===== config.mk =====
export PLATFORM = sky130hd
export DESIGN_NAME = gba_ctrl
export DESIGN_NICKNAME = d
export VERILOG_FILES = /design/src/sv/gba_pkg.sv /design/src/sv/gba_ctrl.sv
export SDC_FILE = /design/constraint.sdc
export NUM_CORES = 1
export LEC_CHECK = 0
export ABC_CLOCK_PERIOD_IN_PS = 1700
export BUFFER_PORTS_ARGS = -buffer_cell sky130_fd_sc_hd__buf_2
export CAP_MARGIN = 20
export CORE_MARGIN = 2
export CORE_UTILIZATION = 35
export DETAILED_ROUTE_END_ITERATION = 16
export PLACE_DENSITY = 0.65
export SYNTH_ARGS = -nofsm -noshare
export SYNTH_HDL_FRONTEND = slang
export SYNTH_SLANG_ARGS = --single-unit
export TNS_END_PERCENT = 5

===== constraint.sdc =====
create_clock -name clk -period 1.7 [get_ports clk]
set_clock_uncertainty 0.1 [all_clocks]
set_input_delay 0.34 -clock clk [delete_from_list [all_inputs] [get_ports clk]]
set_output_delay 0.34 -clock clk [all_outputs]
set_load 0.01 [all_outputs]

===== src/sv/gba_pkg.sv =====
// Shared types, constants and codes for the grouped bitmap allocator.
`default_nettype none
package gba_pkg;
    localparam int GROUPS = 4;
    localparam int BITS_PER_GROUP = 8192;
    localparam int WORD_BITS = 32;
    localparam int WORDS_PER_GROUP = (BITS_PER_GROUP + WORD_BITS - 1) / WORD_BITS;
    localparam int STORE_DEPTH = GROUPS * WORDS_PER_GROUP;
    localparam int ADDR_W = $clog2(STORE_DEPTH);
    localparam int BIT_W = $clog2(WORD_BITS);
    localparam int GBIT_W = $clog2(BITS_PER_GROUP);
    localparam int GRP_W = (GROUPS > 1) ? $clog2(GROUPS) : 1;
    localparam int WIDX_W = (WORDS_PER_GROUP > 1) ? $clog2(WORDS_PER_GROUP) : 1;

    localparam logic [1:0] OP_LOAD = 2'd0;
    localparam logic [1:0] OP_FIND = 2'd1;
    localparam logic [1:0] OP_MARK = 2'd2;

    localparam logic [1:0] ST_OK = 2'd0;
    localparam logic [1:0] ST_NONE = 2'd1;
    localparam logic [1:0] ST_RANGE = 2'd2;

    localparam logic REG_UNITS = 1'b0;
    localparam logic REG_GROUPS = 1'b1;

    // Commands from the controller to the datapath.
    typedef struct packed {
        logic       capture;   // latch the input item
        logic       div_start; // start the unit divider
        logic       div_step;  // one divider step
        logic       rd_mark;   // read word addressed by the mark
        logic       wr_mark;   // write back the flipped word
        logic       scan_clr;  // reset the scan counter
        logic       scan_rd;   // read the word at the scan counter
        logic       scan_adv;  // step the scan counter
        logic       load_wr;   // write a loaded word
        logic [1:0] res_status;
        logic       res_found; // take the found index as result
        logic       res_load;  // load the result register
    } gba_cmd_t;

    // Status from the datapath to the controller.
    typedef struct packed {
        logic [1:0] op;
        logic       div_done;
        logic       mark_range; // mark target outside the live groups or the group bits
        logic       word_zero;  // scanned word holds a free bit
        logic       scan_last;  // scan at last live word
    } gba_stat_t;
endpackage
`default_nettype wire


===== src/sv/gba_ctrl.sv =====
// Controller state machine sequencing load, find and mark transactions.
`default_nettype none
module gba_ctrl (
    input  wire logic               clk,
    input  wire logic               rst_n,
    input  wire logic               in_fire,
    input  wire logic               out_fire,
    input  wire logic [2:0]         group_count,
    output logic                    busy,
    output logic                    res_valid,
    output gba_pkg::gba_cmd_t       cmd,
    input  wire gba_pkg::gba_stat_t stat
);
    import gba_pkg::*;

    localparam logic [2:0] S_IDLE = 3'd0;
    localparam logic [2:0] S_DISP = 3'd1;
    localparam logic [2:0] S_DIV  = 3'd2;
    localparam logic [2:0] S_MRD  = 3'd3;
    localparam logic [2:0] S_MWR  = 3'd4;
    localparam logic [2:0] S_SCAN = 3'd5;
    localparam logic [2:0] S_CHK  = 3'd6;
    localparam logic [2:0] S_OUT  = 3'd7;

    logic [2:0] state_reg, state_next;
    logic       last_reg, last_next;

    always_comb
    begin
        state_next = state_reg;
        last_next  = last_reg;
        cmd        = '0;
        cmd.res_status = ST_OK;
        unique case (state_reg)
            S_IDLE:
            begin
                if (in_fire)
                begin
                    cmd.capture   = 1'b1;
                    cmd.div_start = 1'b1;
                    state_next    = S_DISP;
                end
            end
            S_DISP:
            begin
                cmd.scan_clr = 1'b1;
                if (stat.op == OP_LOAD)
                begin
                    cmd.load_wr  = 1'b1;
                    cmd.res_load = 1'b1;
                    state_next   = S_OUT;
                end
                else if (stat.op == OP_FIND)
                begin
                    if (group_count == 3'd0)
                    begin
                        cmd.res_status = ST_NONE;
                        cmd.res_load   = 1'b1;
                        state_next     = S_OUT;
                    end
                    else
                        state_next = S_SCAN;
                end
                else if (stat.op == OP_MARK)
                begin
                    cmd.div_step = 1'b1;
                    state_next   = S_DIV;
                end
                else
                begin
                    cmd.res_load = 1'b1;
                    state_next   = S_OUT;
                end
            end
            S_DIV:
            begin
                if (stat.div_done)
                begin
                    if (stat.mark_range)
                    begin
                        cmd.res_status = ST_RANGE;
                        cmd.res_load   = 1'b1;
                        state_next     = S_OUT;
                    end
                    else
                    begin
                        cmd.rd_mark = 1'b1;
                        state_next  = S_MRD;
                    end
                end
                else
                    cmd.div_step = 1'b1;
            end
            S_MRD:
            begin
                cmd.wr_mark  = 1'b1;
                cmd.res_load = 1'b1;
                state_next   = S_OUT;
            end
            S_SCAN:
            begin
                cmd.scan_rd  = 1'b1;
                cmd.scan_adv = 1'b1;
                last_next    = stat.scan_last;
                state_next   = S_CHK;
            end
            S_CHK:
            begin
                // One word is checked while the next is read.
                if (stat.word_zero)
                begin
                    cmd.res_found = 1'b1;
                    cmd.res_load  = 1'b1;
                    state_next    = S_OUT;
                end
                else if (last_reg)
                begin
                    cmd.res_status = ST_NONE;
                    cmd.res_load   = 1'b1;
                    state_next     = S_OUT;
                end
                else
                begin
                    cmd.scan_rd  = 1'b1;
                    cmd.scan_adv = 1'b1;
                    last_next    = stat.scan_last;
                end
            end
            S_OUT:
            begin
                if (out_fire)
                    state_next = S_IDLE;
            end
            default: state_next = S_IDLE;
        endcase
    end

    always_ff @(posedge clk or negedge rst_n)
    begin
        if (!rst_n)
        begin
            state_reg <= S_IDLE;
            last_reg  <= 1'b0;
        end
        else
        begin
            state_reg <= state_next;
            last_reg  <= last_next;
        end
    end

    assign busy      = (state_reg != S_IDLE);
    assign res_valid = (state_reg == S_OUT);

    a_out_after_load: assert property (@(posedge clk) disable iff (!rst_n)
        cmd.res_load |=> state_reg == S_OUT)
        else $error("result loaded without presenting it");
    a_no_accept_busy: assert property (@(posedge clk) disable iff (!rst_n)
        busy |-> !cmd.capture)
        else $error("item captured while busy");
    a_out_holds: assert property (@(posedge clk) disable iff (!rst_n)
        (res_valid && !out_fire) |=> res_valid)
        else $error("result dropped before transaction");
endmodule
`default_nettype wire


==> results of run 1 <==
## final cells by class
class | count | area (um2)
Timing Repair Buffer | 41 | 277
Tap cell | 16 | 20.0
Fill cell | 144 | 633
Inverter | 5 | 18.8
Clock buffer | 3 | 22.5
Multi-Input combinational cell | 49 | 395
Sequential cell | 4 | 105
## worst paths after layout
path | end | slack [ns]
setup / recovery | cmd[0] | -0.17
hold / removal | state_reg[0] | 0.21
setup reg to reg | state_reg[0] | 0.26
hold reg to reg | last_reg | 0.46
max in group asynchronous | last_reg | 1.02
min in group asynchronous | state_reg[1] | 0.34
## repair_timing
| action | in CTS | in global routing |
|---|---|---|
| hold buffers | 1 | 0 |
| setup buffers | 2 | 3 |
| setup endpoints to repair | 10 | 12 |
| hold endpoints to repair | 4 | 0 |
| pin swaps | 3 | 4 |
| resized for setup | 12 | 10 |
| gates cloned | 0 | 0 |
## report_power, final
part           switching (mW)  leakage [nW]  internal (mW)  total, mW
Clock                  0.0406        0.0138         0.0791      0.120
Sequential             0.0809        0.0392          0.143      0.224
Combinational           0.402         0.373          0.504      0.906
## cell families after synthesis
logic type	after synthesis
and+or+nand+nor	32
buffers and inverters	12
DFF	4
muxes	1
AOI/OAI and AO/OA	16
## cells in the final DEF, fill, tap and decap left out, types with 2 or more instances in the layout
cell,instances
nor3b_4,2
buf_4,9
clkbuf_4,3
nand2b_1,4
nand2_1,5
a21oi_1,2
nor2_1,5
o21ai_0,2
o22a_1,2
a211oi_2,2
buf_6,7
dfrtp_2,4
buf_2,24
inv_1,5
## routing by layer
| layer | wire [um] | vias to the layer above | track usage, % |
|---|---|---|---|
| li1 | - | 302 | - |
| met1 | 584 | 279 | 20.0 |
| met2 | 705 | 25 | 27.5 |
| met3 | 79 | 2 | 2.55 |
| met4 | 9 | 0 | 7.27 |
| met5 | 0 | - | 0 |
==> results.md, run 1 <==
* Max reg flops at 3
* Final std cells w/o fill at between 100 and 150
* Wirelength per Cell at 11.7 um
* Startpoint types: flip-flop
* Initial Util at a little over a third
* Final setup vio count at 12
* Unrepaired setup endpoints after global routing: true
* Tmin final at 1.87 ns
* Hold WS at ~0.21 ns
* Average size of a mapped cell at between 8 and 9 um2
* Critical-path top delay cell: dfrtp_2
* Final worst-path cycle share at 110%
* Critical setup path kind: flip-flop to primary output
* Slowest stage delay, CP at approximately 0.44 ns
* Hold violation count in the final report at 0
* Vias post-DR at a little over 600
* Gr ovfl total at 0
* IO Pins at 28
* Drt first-iter violations at 21
* Critical path depth at 4
* Seq/Total Area, Yosys at between 10% and 20%
* Critical Path RT at about 1.3 ns
* Final core utilization at 57.0%
* Post-DP HPWL at between 1 and 1.5 mm
* Avg Vias per Cell at ~5.2
* First-pass GRT wire length at 2.30 mm
* ANT cells at 0
* Nets@finish at around 120
* Root Driver: clkbuf_4
* P_leak at roughly 0.43 nW
* Die W at 43.2 um
* Crit path cell chain: nor3b_4, and3_4, a211o_1, buf_2
* DP Worst Slack at between 0.03 and 0.04 ns
* Cell count after placement at 109
* Slew headroom at 75.1%
* Mux cell area share after synthesis at under 10%
* H-tree depth at 1
* EDFF count, synth at 0
* Largest net degree at the start of global routing at 11
* Peak fanout along the critical path at 5
* Area grow syn2layout at 56.2%
* Adder-cell share of the synthesized area at 0%
* Post-synth top area cell: dfrtp_1
* Placer Congestion at approximately 0.85
* PD cells at roughly 1500 nW/um2
* Synth Net Count at between 70 and 80
* Simple-Gate Fraction of Synth Area at between 30 and 40%
* Remaining DRCs at 0
* Buffers on Ports at 27
* Yosys reg bits at 4
* Final setup margin at -0.172 ns
* Routed wire length at 1.38 mm
* Final Instance Area at approximately 840 um2
* GRT Util Overall at around 16%
* Row count at 14
* Post-synthesis cell type count at 34
* R2r worst-path depth at 4
* Synth area leaders: dfrtp_1, buf_6, nand2b_1
* Max IR drop VDD at around 0.00063 V
* CP startpoint: state_reg[1]
* Top_reg_cell synth: dfrtp_1
* Count of pins over their slew limit at 0
* WP data arrival at ~1.4 ns
* Post-synthesis compound-gate area fraction at 23.3%
* Hold WC Path Type: input pin to flip-flop
* Synthesis warning total at 0
* HP Start: out_fire
* CTS tree: done
* Critical R2R Launch: state_reg[0]
* Max Freq at roughly 530 MHz
* Placed cell area at ~690 um2
* Status: finished with violations
* Ys async rst share at 100%
* Synth Area in XOR/XNOR at 0%
* Critical path's top delay family: flip-flops
* Synth top cells by count: nor2_1, inv_1, nand2_1, nand2b_1
* Slew @ Worst Pin at 0.371 ns
* CTS buffer count at 3
* Failing checks: setup timing
* Drt pass-1 iters at 4
* Initial antenna violation count at 0
* Clk slew on worst S/H paths at 0.04 ns
* DIE AREA at ~1900 um2
* Cell Area, Synth at ~540 um2
* Number of global-route vias before repair at roughly 560
* Power Total at ~1.2 mW
* Yosys top cell area share at about a fifth
* Largest family of logic cells by synthesized area: simple AND/OR/NAND/NOR gates
* Share of cells above drive strength 1 at around three fifths
* Syn Inst Count at 65
* Clock sink total at 4
* Final ANT Viol Nets at 0
* Max_cap viols at 0
* Count leader, synth: nor2_1
* Setup TNS Final at -0.913 ns
* WHS Path Cells at 2
* Later-pin clock latency in the skew report at around 0.24 ns
* CP Capture Type: primary output
* Core area at about 1500 um2
* Die Y at 43.2 um
* CP Buf/Inv Count at 1
* CTS max path bufs at 2
No activity file was read; power rests on OpenSTA's default activity.
==> inputs of run 2 (changes only) <==
BUFFER_PORTS_ARGS = not set   (was -buffer_cell sky130_fd_sc_hd__buf_2)
CTS_BUF_LIST = sky130_fd_sc_hd__clkbuf_8 sky130_fd_sc_hd__clkbuf_16   (was not set)
DONT_BUFFER_PORTS = 1   (was not set)
PLACE_DENSITY = 0.49   (was 0.65)
==> run 2 against run 1 <==
Effect of this change: the flow still finishes with violations (setup timing); non-clock buffer count is 24 lower; largest power group unchanged; via count decreased by 18%; cell count decreased by 20%; count of clock-buffer cells in the layout is the same; combinational power down 12%.
==> results.md, run 2 (synthesized netlist as in run 1, its figures left out) <==
* Placer Congestion at 0.770
* CP Buf/Inv Count at 1
* Initial Util at a little over a third
* Max Freq at between 500 and 600 MHz
* Die Y at approximately 43 um
* Max_cap viols at 0
* R2r worst-path depth at 5
* Gr ovfl total at 0
* Later-pin clock latency in the skew report at 0.22 ns
* Share of cells above drive strength 1 at between 40 and 50%
* Final setup margin at -0.0810 ns
* CP Capture Type: primary output
* Startpoint types: flip-flop
* Reg power frac at 17.7%
* Hold EP: state_reg[0]
* WP data arrival at approximately 1.3 ns
* Drt pass-1 iters at 3
* Switching Power at ~500 uW
* Commonest non-fill, non-tap cell in the layout: buf_4
* Design internal power at approximately 700 uW
* Unrepaired setup endpoints after global routing: true
* Final worst-path cycle share at 105%
* Post-DP HPWL at around 930 um
* Max IR drop VDD at 0.000588 V
* HP Start: out_fire
* Count of pins over their slew limit at 0
* Critical-path top delay cell: dfrtp_1
* Cell count after placement at between 80 and 90
* PD cells at roughly 1700 nW/um2
* Wirelength per Cell at approximately 14 um
* Clk slew on worst S/H paths at roughly 0.030 ns
* Hold violation count in the final report at 0
* Crit path cell chain: buf_4, or3_4, nor2_4
* Avg Vias per Cell at around 5.3
* Buffers on Ports at 0
* Failing checks: setup timing
* CP startpoint: state_reg[0]
* Critical path depth at 3
* Final ANT Viol Nets at 0
* Number of global-route vias before repair at roughly 470
* Remaining DRCs at 0
* Critical Path RT at ~1.3 ns
* Logic pwr share at 65.7%
* Row count at 14
* Switching share of power at roughly two fifths
* Drt first-iter violations at 5
* Largest net degree at the start of global routing at 9
* Vias post-DR at between 400 and 500
* CTS tree: done
* WHS Path Cells at 1
* Critical path's top delay family: simple AND/OR/NAND/NOR gates
* Peak fanout along the critical path at 6
* Critical R2R Launch: state_reg[2]
* Final setup vio count at 7
* Commonest cells after routing, fill and taps aside: buf_4, nand2_1, inv_1, nor2_1, nand2b_1
* P_leak at about 0.32 nW
* Tmin final at 1.78 ns
* CTS buffer count at 3
* IO Pins at 28
* Slowest stage delay, CP at around 0.40 ns
* GRT Util Overall at roughly 15%
* Status: finished with violations
* Root Driver: clkbuf_8
* First-pass GRT wire length at approximately 2.0 mm
* Hold WC Path Type: input pin to flip-flop
* Clock network fraction of design power at between 10% and 20%
* Setup TNS Final at -0.300 ns
* H-tree depth at 1
* Max reg flops at 3
* CTS max path bufs at 2
* Routed wire length at 1.27 mm
* Nets@finish at slightly above 90
* Slew headroom at 76.6%
* Core area at approximately 1500 um2
* Critical setup path kind: flip-flop to primary output
* Area grow syn2layout at 32.9%
* Die W at ~43 um
* Slew @ Worst Pin at about 0.35 ns
* Reg2reg end: state_reg[1]
* Final std cells w/o fill at 94
* Fill cells at 145
* Clock sink total at 4
* DIE AREA at 1860 um2
* Initial antenna violation count at 0
* ANT cells at 0
* R2R setup slack at around 0.19 ns
-- run 2: cell count changes in the layout (fill, tap and decap cells not counted), sizes merged --
cell and change:
buf -24
-- run 2: stage by stage --
step                setup slack, ns  utilization (%)  hold WS [ns]  power [mW]  area, um2
global route                 -0.112             48.5         0.153        1.31        713
floorplan                   0.00760                -       -0.0556       0.770        542
finish                      -0.0810             48.5         0.148        1.22        713
CTS                         -0.0904             46.9         0.145        1.18        691
global placement             0.0687             39.2       -0.0555       0.866        577
detailed placement           0.0500             39.2       -0.0554       0.855        577
-- run 2: layout make-up --
| class | instances | area, um2 | share of cell area [%] |
|---|---|---|---|
| clock buffer | 3 | 41.3 | 5.79 |
| inverter | 5 | 18.8 | 2.63 |
| multi-input combinational | 49 | 397 | 55.6 |
| sequential | 4 | 103 | 14.4 |
| tap | 16 | 20.0 | 2.81 |
| timing repair buffer | 17 | 134 | 18.8 |
-- run 2: worst reg2reg max path: cells and delay by family, from the launching register on --
family	cells	cell delay, ns
compound gates	2	0.36
flops	1	0.47
buf+inv	3	0.43
-- run 2: repair_timing --
action                     in CTS  in global routing
hold endpoints to repair        4                  0
buffers inserted                5                  0
hold buffers                    1                  0
setup endpoints to repair      11                 10
pin swaps                       2                  1
gates resized for setup         7                  5
-- run 2: how the worst max path moves through the flow --
stage	endpoint	slack, ns
after floorplan	cmd[12]	0.008
after global placement	cmd[4]	0.07
after detailed placement	cmd[4]	0.05
after CTS	cmd[11]	-0.09
after global routing	cmd[12]	-0.11
final	cmd[11]	-0.08
-- run 2: power groups by stage --
stage	combinational (mW)	sequential [mW]	clock, mW
3_3_place_gp	0.645	0.221	0
3_5_place_dp	0.637	0.218	0
5_1_grt	0.875	0.225	0.210
2_1_floorplan	0.607	0.163	0
6_report	0.800	0.216	0.202
4_1_cts	0.760	0.208	0.210
-- run 2: layer usage --
layer,GRT usage (%),vias up,wire length [um]
li1,-,253,-
met1,18.6,224,565
met2,23.0,17,595
met3,4.26,3,80
met4,7.27,0,27
met5,0,-,0
